File: src/rtl/lifegen_pkg.sv
// Shared types, constants and the Life rule for the generation stencil.
package lifegen_pkg;

   // Configuration port.
   localparam int CSR_INDEX_W = 2;
   localparam int CSR_DATA_W  = 11;
   localparam logic [CSR_INDEX_W-1:0] CSR_COLS = 2'd0;
   localparam logic [CSR_INDEX_W-1:0] CSR_ROWS = 2'd1;
   localparam int CSR_COLS_W     = 6;
   localparam int CSR_ROWS_W     = 11;
   localparam int CSR_COLS_RESET = 24;
   localparam int CSR_ROWS_RESET = 13;

   // Result field widths.
   localparam int OUT_COL_W = 5;
   localparam int OUT_ROW_W = 10;

   // B3/S23 neighbour counts.
   localparam int LIFE_BIRTH   = 3;
   localparam int LIFE_SURVIVE = 2;

   // Result slots of one item, in emission order.
   localparam logic [1:0] SLOT_UP_LEFT = 2'd0;
   localparam logic [1:0] SLOT_UP      = 2'd1;
   localparam logic [1:0] SLOT_LEFT    = 2'd2;
   localparam logic [1:0] SLOT_HERE    = 2'd3;

   // Results of one item handed to the emitter: which slots exist and their states.
   typedef struct packed {
      logic [3:0] mask;
      logic [3:0] next;
   } emit_load_type;

   // Window bit k*3+j holds column k (0 oldest) and row j (0 top).
   // lower selects the center cell in row 2, whose lower row lies outside the window.
   function automatic logic life_next(input logic [8:0] w, input logic lower);
      logic [8:0] nbr_mask;
      logic [3:0] n;
      logic       center;
      nbr_mask = lower ? 9'b110_010_110 : 9'b111_101_111;
      center   = lower ? w[5] : w[4];
      n        = '0;
      for (int i = 0; i < 9; i++) begin
         n = n + 4'(w[i] & nbr_mask[i]);
      end
      return (n == 4'(LIFE_BIRTH)) || (center && (n == 4'(LIFE_SURVIVE)));
   endfunction

endpackage

File: src/rtl/lifegen_emit.sv
// Result sequencer: sends the up to four results of one item through an output register.
module lifegen_emit #(
   parameter int COL_W = 5,
   parameter int ROW_W = 10
) (
   input  logic                      clock,
   input  logic                      reset,
   input  logic                      load_valid,
   input  lifegen_pkg::emit_load_type load,
   input  logic [COL_W-1:0]          load_col,
   input  logic [ROW_W-1:0]          load_row,
   output logic                      load_ready,
   output logic                      rsp_valid,
   input  logic                      rsp_stall,
   output logic                      rsp_next_alive,
   output logic [lifegen_pkg::OUT_COL_W-1:0] rsp_out_col,
   output logic [lifegen_pkg::OUT_ROW_W-1:0] rsp_out_row,
   output logic                      rsp_frame_last
);
   import lifegen_pkg::*;

   logic [3:0]       pend_ff, pend_in;
   logic [3:0]       next_ff;
   logic [COL_W-1:0] col_ff;
   logic [ROW_W-1:0] row_ff;
   logic             out_valid_ff, out_valid_in;
   logic             out_alive_ff;
   logic [OUT_COL_W-1:0] out_col_ff;
   logic [OUT_ROW_W-1:0] out_row_ff;
   logic             out_last_ff;
   logic             out_free;
   logic             emit;
   logic [1:0]       sel;
   logic [3:0]       sel_bit;
   logic [COL_W-1:0] sel_col;
   logic [ROW_W-1:0] sel_row;

   assign out_free = !out_valid_ff || !rsp_stall;
   assign emit     = (pend_ff != 4'b0) && out_free;

   // Lowest pending slot goes first.
   always_comb begin
      if (pend_ff[0]) begin
         sel = SLOT_UP_LEFT;
      end else if (pend_ff[1]) begin
         sel = SLOT_UP;
      end else if (pend_ff[2]) begin
         sel = SLOT_LEFT;
      end else begin
         sel = SLOT_HERE;
      end
   end

   assign sel_bit = 4'b0001 << sel;

   always_comb begin
      unique case (sel)
         SLOT_UP_LEFT: begin
            sel_col = col_ff - 1'b1;
            sel_row = row_ff - 1'b1;
         end
         SLOT_UP: begin
            sel_col = col_ff;
            sel_row = row_ff - 1'b1;
         end
         SLOT_LEFT: begin
            sel_col = col_ff - 1'b1;
            sel_row = row_ff;
         end
         default: begin
            sel_col = col_ff;
            sel_row = row_ff;
         end
      endcase
   end

   // A new item may load when nothing is pending or the current one is about to send its last result.
   assign load_ready = (pend_ff == 4'b0) || (emit && (pend_ff == sel_bit));

   always_comb begin
      pend_in = pend_ff;
      if (emit) begin
         pend_in = pend_ff & ~sel_bit;
      end
      if (load_valid && load_ready) begin
         pend_in = load.mask;
      end
      out_valid_in = out_valid_ff;
      if (emit) begin
         out_valid_in = 1'b1;
      end else if (out_valid_ff && !rsp_stall) begin
         out_valid_in = 1'b0;
      end
   end

   always_ff @(posedge clock) begin
      if (reset) begin
         pend_ff      <= '0;
         out_valid_ff <= 1'b0;
      end else begin
         pend_ff      <= pend_in;
         out_valid_ff <= out_valid_in;
      end
   end

   always_ff @(posedge clock) begin
      if (load_valid && load_ready) begin
         next_ff <= load.next;
         col_ff  <= load_col;
         row_ff  <= load_row;
      end
      if (emit) begin
         out_alive_ff <= next_ff[sel];
         out_col_ff   <= OUT_COL_W'(sel_col);
         out_row_ff   <= OUT_ROW_W'(sel_row);
         out_last_ff  <= (sel == SLOT_HERE);
      end
   end

   assign rsp_valid      = out_valid_ff;
   assign rsp_next_alive = out_alive_ff;
   assign rsp_out_col    = out_col_ff;
   assign rsp_out_row    = out_row_ff;
   assign rsp_frame_last = out_last_ff;

endmodule

File: src/rtl/life_generation_stencil.sv
// Streaming Life (B3/S23) generation over a bounded grid, with line memory and window.
//
// Cells of the current generation enter on the req_ channel, one item per cell, in
// raster order. The next state of each cell leaves on the rsp_ channel with its
// column and row; rsp_frame_last marks the final cell of the grid. A cell's result
// is sent once its lower-right neighbour has arrived or lies outside the grid, so
// results trail the input by about one row.
// One item is accepted per cycle while req_stall is low. An item with two or more
// results (the end of a row, the cells of the last row) holds req_stall for its extra
// results; the emitter hands out one result per cycle while rsp_stall is low.
// On acceptance the line memory is read and the item enters the window stage; the
// window and rule results then load the emitter, which moves each result into the
// output register.
// The output register lets the block keep taking items while a result waits on
// rsp_stall; when it cannot drain, req_stall rises.
// The csr_ port sets cols (index 0) and rows (index 1). Any write of those restarts
// the frame at the top-left cell. Reset sets 24 columns by 13 rows and restarts the
// frame; the line memory needs no clearing, since rows above the grid count as dead.
module life_generation_stencil #(
   parameter int MAX_COLS = 32,
   parameter int MAX_ROWS = 1024
) (
   input  logic clock,
   input  logic reset,
   input  logic req_valid,
   output logic req_stall,
   input  logic req_cell_alive,
   output logic rsp_valid,
   input  logic rsp_stall,
   output logic rsp_next_alive,
   output logic [lifegen_pkg::OUT_COL_W-1:0] rsp_out_col,
   output logic [lifegen_pkg::OUT_ROW_W-1:0] rsp_out_row,
   output logic rsp_frame_last,
   input  logic csr_wr_en,
   input  logic [lifegen_pkg::CSR_INDEX_W-1:0] csr_index,
   input  logic [lifegen_pkg::CSR_DATA_W-1:0]  csr_wdata
);
   import lifegen_pkg::*;

   localparam int COL_W = (MAX_COLS > 1) ? $clog2(MAX_COLS) : 1;
   localparam int ROW_W = (MAX_ROWS > 1) ? $clog2(MAX_ROWS) : 1;
   localparam int LAST_COL_RESET = ((CSR_COLS_RESET > MAX_COLS) ? MAX_COLS : CSR_COLS_RESET) - 1;
   localparam int LAST_ROW_RESET = ((CSR_ROWS_RESET > MAX_ROWS) ? MAX_ROWS : CSR_ROWS_RESET) - 1;

   // Configuration, held as the index of the last column and row.
   logic [COL_W-1:0] last_col_ff, last_col_in;
   logic [ROW_W-1:0] last_row_ff, last_row_in;
   int               cfg_val;

   // Raster position of the next item.
   logic [COL_W-1:0] col_ff, col_in;
   logic [ROW_W-1:0] row_ff, row_in;
   logic             req_accept;
   logic             end_col;
   logic             last_row;

   // Item in the window stage.
   logic             s1_valid_ff, s1_valid_in;
   logic             s1_alive_ff;
   logic [COL_W-1:0] s1_col_ff;
   logic [ROW_W-1:0] s1_row_ff;
   logic             s1_end_ff;
   logic             s1_last_ff;
   logic             s1_ge1_ff;
   logic             s1_ge2_ff;
   logic             s1_adv;

   // Line memory: bit 1 is the row above, bit 0 the row two above.
   logic [1:0]       line_mem [MAX_COLS];
   logic [1:0]       rd_ff;
   logic [1:0]       fwd_data_ff;
   logic             fwd_hit_ff;
   logic [1:0]       entry;
   logic [1:0]       wr_data;

   logic [8:0]       window_ff, window_in;
   logic [2:0]       col_bits;
   logic [8:0]       window_shift;

   emit_load_type    load;
   logic             load_ready;

   // ---------------- configuration ----------------
   always_comb begin
      last_col_in = last_col_ff;
      last_row_in = last_row_ff;
      cfg_val     = 0;
      if (csr_wr_en) begin
         unique case (csr_index)
            CSR_COLS: begin
               cfg_val = int'(csr_wdata[CSR_COLS_W-1:0]);
               if (cfg_val == 0) begin
                  last_col_in = '0;
               end else if (cfg_val > MAX_COLS) begin
                  last_col_in = COL_W'(MAX_COLS - 1);
               end else begin
                  last_col_in = COL_W'(cfg_val - 1);
               end
            end
            CSR_ROWS: begin
               cfg_val = int'(csr_wdata[CSR_ROWS_W-1:0]);
               if (cfg_val == 0) begin
                  last_row_in = '0;
               end else if (cfg_val > MAX_ROWS) begin
                  last_row_in = ROW_W'(MAX_ROWS - 1);
               end else begin
                  last_row_in = ROW_W'(cfg_val - 1);
               end
            end
            default: begin
               cfg_val = 0;
            end
         endcase
      end
   end

   // A write to a known register restarts the frame.
   logic cfg_restart;
   assign cfg_restart = csr_wr_en && ((csr_index == CSR_COLS) || (csr_index == CSR_ROWS));

   // ---------------- input side ----------------
   assign req_stall  = s1_valid_ff && !load_ready;
   assign req_accept = req_valid && !req_stall;
   assign s1_adv     = s1_valid_ff && load_ready;
   assign end_col    = (col_ff == last_col_ff);
   assign last_row   = (row_ff == last_row_ff);

   always_comb begin
      col_in = col_ff;
      row_in = row_ff;
      if (cfg_restart) begin
         col_in = '0;
         row_in = '0;
      end else if (req_accept) begin
         if (end_col) begin
            col_in = '0;
            row_in = last_row ? '0 : row_ff + 1'b1;
         end else begin
            col_in = col_ff + 1'b1;
         end
      end
      s1_valid_in = s1_valid_ff;
      if (req_accept) begin
         s1_valid_in = 1'b1;
      end else if (s1_adv) begin
         s1_valid_in = 1'b0;
      end
   end

   // ---------------- window stage ----------------
   // An item can read its entry at the edge where the previous item's write lands, so that write is forwarded.
   assign entry   = fwd_hit_ff ? fwd_data_ff : rd_ff;
   assign wr_data = {s1_alive_ff, entry[1]};
   assign col_bits = {s1_alive_ff, entry[1] & s1_ge1_ff, entry[0] & s1_ge2_ff};
   assign window_in = (s1_col_ff == '0) ? {col_bits, 6'b0} : {col_bits, window_ff[8:3]};
   assign window_shift = {3'b0, window_in[8:3]};

   always_comb begin
      load.mask[SLOT_UP_LEFT] = s1_ge1_ff && (s1_col_ff != '0);
      load.mask[SLOT_UP]      = s1_ge1_ff && s1_end_ff;
      load.mask[SLOT_LEFT]    = s1_last_ff && (s1_col_ff != '0);
      load.mask[SLOT_HERE]    = s1_last_ff && s1_end_ff;
      load.next[SLOT_UP_LEFT] = life_next(window_in, 1'b0);
      load.next[SLOT_UP]      = life_next(window_shift, 1'b0);
      load.next[SLOT_LEFT]    = life_next(window_in, 1'b1);
      load.next[SLOT_HERE]    = life_next(window_shift, 1'b1);
   end

   // ---------------- registers ----------------
   always_ff @(posedge clock) begin
      if (reset) begin
         last_col_ff <= COL_W'(LAST_COL_RESET);
         last_row_ff <= ROW_W'(LAST_ROW_RESET);
         col_ff      <= '0;
         row_ff      <= '0;
         s1_valid_ff <= 1'b0;
         window_ff   <= '0;
      end else begin
         last_col_ff <= last_col_in;
         last_row_ff <= last_row_in;
         col_ff      <= col_in;
         row_ff      <= row_in;
         s1_valid_ff <= s1_valid_in;
         if (cfg_restart) begin
            window_ff <= '0;
         end else if (s1_adv) begin
            window_ff <= window_in;
         end
      end
   end

   always_ff @(posedge clock) begin
      if (req_accept) begin
         s1_alive_ff <= req_cell_alive;
         s1_col_ff   <= col_ff;
         s1_row_ff   <= row_ff;
         s1_end_ff   <= end_col;
         s1_last_ff  <= last_row;
         s1_ge1_ff   <= (row_ff != '0);
         s1_ge2_ff   <= (row_ff > ROW_W'(1));
         fwd_hit_ff  <= s1_adv && (s1_col_ff == col_ff);
         fwd_data_ff <= wr_data;
      end
   end

   always_ff @(posedge clock) begin
      if (s1_adv) begin
         line_mem[s1_col_ff] <= wr_data;
      end
      if (req_accept) begin
         rd_ff <= line_mem[col_ff];
      end
   end

   // ---------------- result side ----------------
   lifegen_emit #(
      .COL_W(COL_W),
      .ROW_W(ROW_W)
   ) u_emit (
      .clock          (clock),
      .reset          (reset),
      .load_valid     (s1_valid_ff),
      .load           (load),
      .load_col       (s1_col_ff),
      .load_row       (s1_row_ff),
      .load_ready     (load_ready),
      .rsp_valid      (rsp_valid),
      .rsp_stall      (rsp_stall),
      .rsp_next_alive (rsp_next_alive),
      .rsp_out_col    (rsp_out_col),
      .rsp_out_row    (rsp_out_row),
      .rsp_frame_last (rsp_frame_last)
   );

`ifndef NO_ASSERTIONS
   a_position_in_grid: assert property (@(posedge clock) disable iff (reset)
      (col_ff <= last_col_ff) && (row_ff <= last_row_ff))
      else $error("raster position outside the configured grid");

   a_window_stage_holds: assert property (@(posedge clock) disable iff (reset)
      s1_valid_ff && !s1_adv |=> s1_valid_ff)
      else $error("window stage item lost while stalled");

   a_window_takes_cell: assert property (@(posedge clock) disable iff (reset)
      s1_adv && !cfg_restart |=> window_ff[8] == $past(s1_alive_ff))
      else $error("window newest cell does not match the item");
`endif

endmodule

File: config.mk
export PLATFORM = sky130hd
export DESIGN_NAME = life_generation_stencil
export DESIGN_NICKNAME = d
export VERILOG_FILES = /design/src/rtl/lifegen_pkg.sv /design/src/rtl/lifegen_emit.sv /design/src/rtl/life_generation_stencil.sv
export SDC_FILE = /design/constraint.sdc
export NUM_CORES = 1
export LEC_CHECK = 0
export BUFFER_PORTS_ARGS = -buffer_cell sky130_fd_sc_hd__buf_2
export CAP_MARGIN = 10
export CORE_AREA = 2 2 122 124
export CTS_CLUSTER_DIAMETER = 60
export CTS_CLUSTER_SIZE = 20
export DETAILED_ROUTE_END_ITERATION = 7
export DIE_AREA = 0 0 124 126
export PLACE_DENSITY = 0.71
export SYNTH_ARGS = -nofsm -noshare
export SYNTH_HDL_FRONTEND = slang
export SYNTH_SLANG_ARGS = --single-unit
File: constraint.sdc
create_clock -name clock -period 12 [get_ports clock]
set_input_delay 0 -clock clock [delete_from_list [all_inputs] [get_ports clock]]
set_output_delay 0 -clock clock [all_outputs]
set_load 0.01 [all_outputs]
; After elaboration in Yosys (flattened, before gate mapping)
; Memory sizes are Yosys's and may differ from the RTL's. A register that Yosys moved wholly into a read port is not among the register bits.
; Cells that the tools add are included.
[totals]
mem_bits_rw = 64
inputBits = 19
n_memories = 1
reg_bits = 104
[classes]
n_mux = 23
n_eq_ne = 16
add_sub_neg = 23
n_lt_le_gt_ge = 4
n_shift = 1
reduce_logical = 45
bitwise_logic = 4
[memory_table]
columns = name, depth, width, rd, rd_clocked_by_memory_dff, wr, line_no
row1 = line_mem, 32, 2, 1, 1, 1, life_generation_stencil.sv:69  ; logic [1:0] line_mem [MAX_COLS];
[op_table]
columns = cell, n
row1 = 10-bit 2-to-1 mux, 4
row2 = 4-bit by 1-bit adder with 4-bit output, 6
row3 = "4-bit by 2-bit == test with 1-bit output, second input constant", 6
row4 = 5-bit 2-to-1 mux, 4
row5 = "10-bit by 1-bit subtractor with 10-bit output, second input constant", 2
row6 = 1-bit logical AND, 16
row7 = 2-bit by 1-bit adder with 3-bit output, 4
row8 = 3-bit by 1-bit adder with 4-bit output, 3
row9 = "11-bit greater-than comparator, second input constant", 1
row10 = 11-bit zero test, 1
row11 = "10-bit by 1-bit adder with 10-bit output, second input constant", 1
row12 = 10-bit == test, 1
row13 = 5-bit == test, 2
row14 = "10-bit by 1-bit greater-than comparator with 1-bit output, second input constant", 1
row15 = 10-bit nonzero test, 1
row16 = "5-bit by 1-bit subtractor with 5-bit output, second input constant", 2
row17 = 1-bit by 1-bit adder with 2-bit output, 4
row18 = 1-bit 2-to-1 mux, 8
row19 = 4-bit 2-to-1 mux, 2
row20 = 1-bit logical OR, 7
row21 = "3-bit by 2-bit == test with 1-bit output, second input constant", 2
row22 = "6-bit greater-than comparator, second input constant", 1
row23 = 6-bit zero test, 1
row24 = 2-bit 2-to-1 mux, 3
row25 = 20 further kinds, 33

; Logic depth before layout (Yosys ltp)
[logic_depth]
depth_word = 12
ltp_mapped = 15
ltp_nobuf = 13

; Modules after synthesis
; Synthesis repeated with hierarchy kept, for this count alone.
[hier_totals]
hier_cells = 594
hier_area_um2 = 7642.3
[by_module_without_submodules]
columns = module, instances, area_each_um2, cells_each
row1 = life_generation_stencil, 1, 5938.2, 473
row2 = lifegen_emit, 1, 1704.1, 121

; Least setup slack after synthesis
; No wires, ideal clock.
[synth_timing]
kind = register -> register
startpoint = register s1_col_ff[2]
endpoint = register u_emit.next_ff[0] (data pin)
setup_slack_ns = 7.744
t_arrival_ns = 4.000
setup_time_ns = 0.256
path_stages_with_launch = 16
path_buffers = 2
path_cell_list = edfxtp_1 > clkbuf_1 > or3_1 > or3_1 > clkbuf_1 > and2_1 > fa_1 > inv_1 > fa_1 > fa_1 > inv_1 > ha_1 > fa_1 > nand3_1 > o21ai_0 > o211a_1
[synth_rtl]
columns = element, line_no
row1 = from (decl), life_generation_stencil.sv:60  ; logic [COL_W-1:0] s1_col_ff;
row2 = from (signal assigned), life_generation_stencil.sv:195  ; s1_col_ff <= col_ff;
row3 = to (signal assigned), lifegen_emit.sv:108  ; next_ff <= load.next;
row4 = to (decl), lifegen_emit.sv:23  ; logic [3:0] next_ff;

==> results.md <==
- Initial Util: 0.536
- Drt first pass iters: 5
- Synth async-reset ratio: 0
- Worst EP required: 12.16 ns
- DIE HEIGHT: 126 µm
- Row count: 44
- Critical path, cell by cell: or3_1 -> or3_1 -> and2_1 -> fa_1 -> inv_1 -> fa_1 -> fa_1 -> inv_1 -> ha_1 -> fa_1 -> nand3_1 -> o21ai_0 -> o211a_1
- Synth Area in XOR/XNOR: 0.0479
- Skew final: 0.0110 ns
- Multi-input gate area: 2820 µm²
- Core area: 14300 µm²
- Synth Net Count: 640
- Clk buf depth: 2
- WP data arrival: 4.58 ns
- Rel. slew slack: 0.339
- Drt drc: 0
- Combinational family with the most area after synthesis: simple AND/OR/NAND/NOR gates
- Final cell count without fillers: 829
- Reg clk slew, reported paths: 0.07 ns
- Synth unique cells: 60
- Die Width: 124 µm
- Post-Route WL: 14.0 mm
- RR Startpoint: s1_col_ff[2]
- Final setup vio count: 0
- Placed instance count: 791
- Final Net Count: 676
- GR Overflow Total: 0
- CTS buffer count: 17
- Mux cell area share after synthesis: 0.0709
- First-pass GRT wire length: 23.5 mm
- Met3 Usage GRT: 0.0444
- Gr usage total: 0.195
- Synth-to-layout area growth: 12.8%
- Setup slack on the worst flop-to-flop path: 7.58 ns
- Pre-CTS setup slack: 7.58 ns
- Placer Congestion: 0.830
- Die ar.: 15600 µm²
- Number of fillers in the final layout: 1115
- Type of the tightest min-delay check: primary input to flop
- Cell depth of the worst min-delay path: 4
- Syn. warnings: 0
- Complex-gate fraction of the synthesized area: 0.0773
- Cell Int Power: 1.05 mW
- Slowest CP cell: edfxtp_1
- Startpoint Class: flop
- Most frequent CP cell: fa_1
- Clk Latency, worst-skew pair: 0.41 ns
- Sw Share: 0.236
- Post-synth EDFFs: 125
- Synthesized area: 7670 µm²
- Worst hold margin: 0.00558 ns
- Syn Area/Cell: 12.9 µm²
- Register area: 4590 µm²
- CTS Sinks: 167
- Remaining antenna violation count: 0
- Post-Synth Simple-Gate Area: 0.120
- Min cycle time layout: 4.42 ns
- CTS tree: yes
- CP Max Fanout: 11
- Reg2reg path depth: 13
- Setup TNS: 0 ns
- Fin crit share: 0.368
- Switching power: 323 µW
- Final Hold Fails: 0
- I/O Pins: 38
- Vias per std cell: 5.64
- # diodes: 0
- Drt wl/cell: 16.8 µm
- Peak Freq: 226 MHz
- Crit. End Element: flop
- Adder-Cell Fraction of Synth Area: 0.0509
- CTS Root Buffer Type: clkbuf_16
- Worst r2r dst: u_emit.next_ff[0]
- DR iter-0 viols: 424
- Ys flop type: edfxtp_1
- Clock power share: 0.407
- Pwr per Cell Area: 158 nW/µm²
- RSZ-0062 raised after global routing: no
- CP peak stage delay: 0.52 ns
- Cells after synthesis: 596
- Vias in the first global route: 4739
- Max Slew Vio Count: 0
- Crit path launch: s1_col_ff[2]
- Seq/Total Area, Yosys: 0.599
- Comb pwr share: 0.094
- Crit path kind: flop to flop
- Met2 usage in global routing: 0.310
- Seq cells post-synth: 167
- Post-cts sizing count: 0
- CTS H-tree depth: 4
- Post-CTS setup buffers: 0
- Tot Pwr: 1.37 mW
- Sequential power share: 0.499
- Worst slew pin tran: 0.990 ns
- Port-buffer cells: 37
- Grt met1 use: 0.270
- Layout cells sized above 1: 0.169
- Largest net degree at the start of global routing: 37
- Max-cap violations: 0
- Total number of vias: 4675
- Layer with the highest usage: met2
- End of the critical path: u_emit.next_ff[0]
- Initial antenna violation count: 0
- DP HPWL: 9.64 mm
- Static leakage: 3.17 nW
- Maximum VDD drop: 0.103 mV
- Setup ws final: 7.58 ns
- Status: finished clean
- Hold buffers post-CTS: 6
==> area by class of cell <==
cell class / count / share of cell area
clock buffers: 17 / 0.0491
clock inverters: 15 / 0.0220
inverters: 33 / 0.0143
multi-input cells: 366 / 0.325
flip-flops and latches: 167 / 0.531
well taps: 184 / 0.0266
repair buffers: 47 / 0.0318
==> per-layer routing <==
layer  wire, µm  part of all wire
met5          0                 0
met4        197             0.014
met3        592             0.042
met2       6740              0.48
met1       6420              0.46
==> flip-flops by register name (all words and copies together), names as in the netlist, 6 cells and up <==
| signal | count |
|---|---|
| u_emit.row_ff | 10 |
| line_mem | 64 |
| row_ff | 10 |
| last_row_ff | 10 |
| s1_row_ff | 10 |
| u_emit.rsp_out_row | 10 |
| window_ff | 6 |
==> per-stage QoR <==
stage / util / instance area (µm²)
6_report: 0.605 / 8660
5_1_grt: 0.605 / 8660
4_1_cts: 0.605 / 8660
3_5_place_dp: 0.558 / 7980
3_3_place_gp: 0.558 / 7980
2_1_floorplan: - / 7670
==> critical path, delay by kind of cell, from the launching register on <==
family	cells	cell delay (ns)
adder cells (fa/ha/maj)	5	2.03
AND/OR/NAND/NOR	4	1.32
flip-flops	1	0.52
AO/OA/AOI/OAI	2	0.20
buffers and inverters	2	0.09
==> cell usage in the layout (no fill, tap or decap), types with 7 or more instances in the layout <==
cell type,n
nor2_1,58
xnor2_1,13
o21ai_0,14
nor4_1,8
dfxtp_1,42
mux4_2,20
edfxtp_1,125
nand2_1,31
or3_1,7
a21oi_1,39
xor2_1,29
and2_1,7
nand2b_1,7
clkbuf_16,17
buf_2,37
fa_1,9
nand3_1,18
inv_1,33
ha_1,16
==> synth_stat cells (5+ instances only) <==
library cell	instances	area, µm²
ha_1	16	200
fa_1	9	180
clkbuf_1	11	41.3
xor2_1	29	254
o21ai_0	14	70.1
nand3b_1	6	45.0
mux2i_1	6	60.1
nor2_1	58	218
nor4_1	8	50.1
nand3_1	18	90.1
nor3_1	6	30.0
a21o_1	6	45.0
nand2_1	31	116
a22oi_1	5	37.5
buf_2	14	70.1
a21oi_1	39	195
inv_1	33	124
o31ai_1	6	45.0
edfxtp_1	125	3750
dfxtp_1	42	841
xnor2_1	13	114
mux4_2	20	450
or3_1	7	43.8
nand2b_1	7	43.8
and2_1	7	43.8
==> power by group through the flow <==
| stage | Clock [mW] | Sequential [mW] | Combinational [mW] |
|---|---|---|---|
| 2_1_floorplan | 0 | 0.697 | 0.0825 |
| 3_3_place_gp | 0 | 0.694 | 0.124 |
| 3_5_place_dp | 0 | 0.696 | 0.129 |
| 4_1_cts | 0.565 | 0.684 | 0.131 |
| 5_1_grt | 0.590 | 0.687 | 0.145 |
| 6_report | 0.557 | 0.683 | 0.129 |
==> logic make-up (layout without fill, tap and decap cells) <==
kind of cell,after synthesis,after routing
AND/OR/NAND/NOR,179,179
flip-flops,167,167
AO/OA/AOI/OAI,90,90
buffers and inverters,63,112
XOR/XNOR,42,42
multiplexers,29,29
adder cells (fa/ha/maj),26,26
==> how the worst min path moves through the flow <==
stage                         from              to  slack (ns)
floorplan           req_cell_alive     s1_alive_ff         0.1
finish                csr_wdata[8]  last_row_ff[8]       0.006
global route          csr_wdata[8]  last_row_ff[8]        0.02
CTS                   csr_wdata[8]  last_row_ff[8]      0.0009
detailed placement  req_cell_alive     s1_alive_ff        0.18
global placement    req_cell_alive     s1_alive_ff        0.18
(Power assumes the default switching activity.)
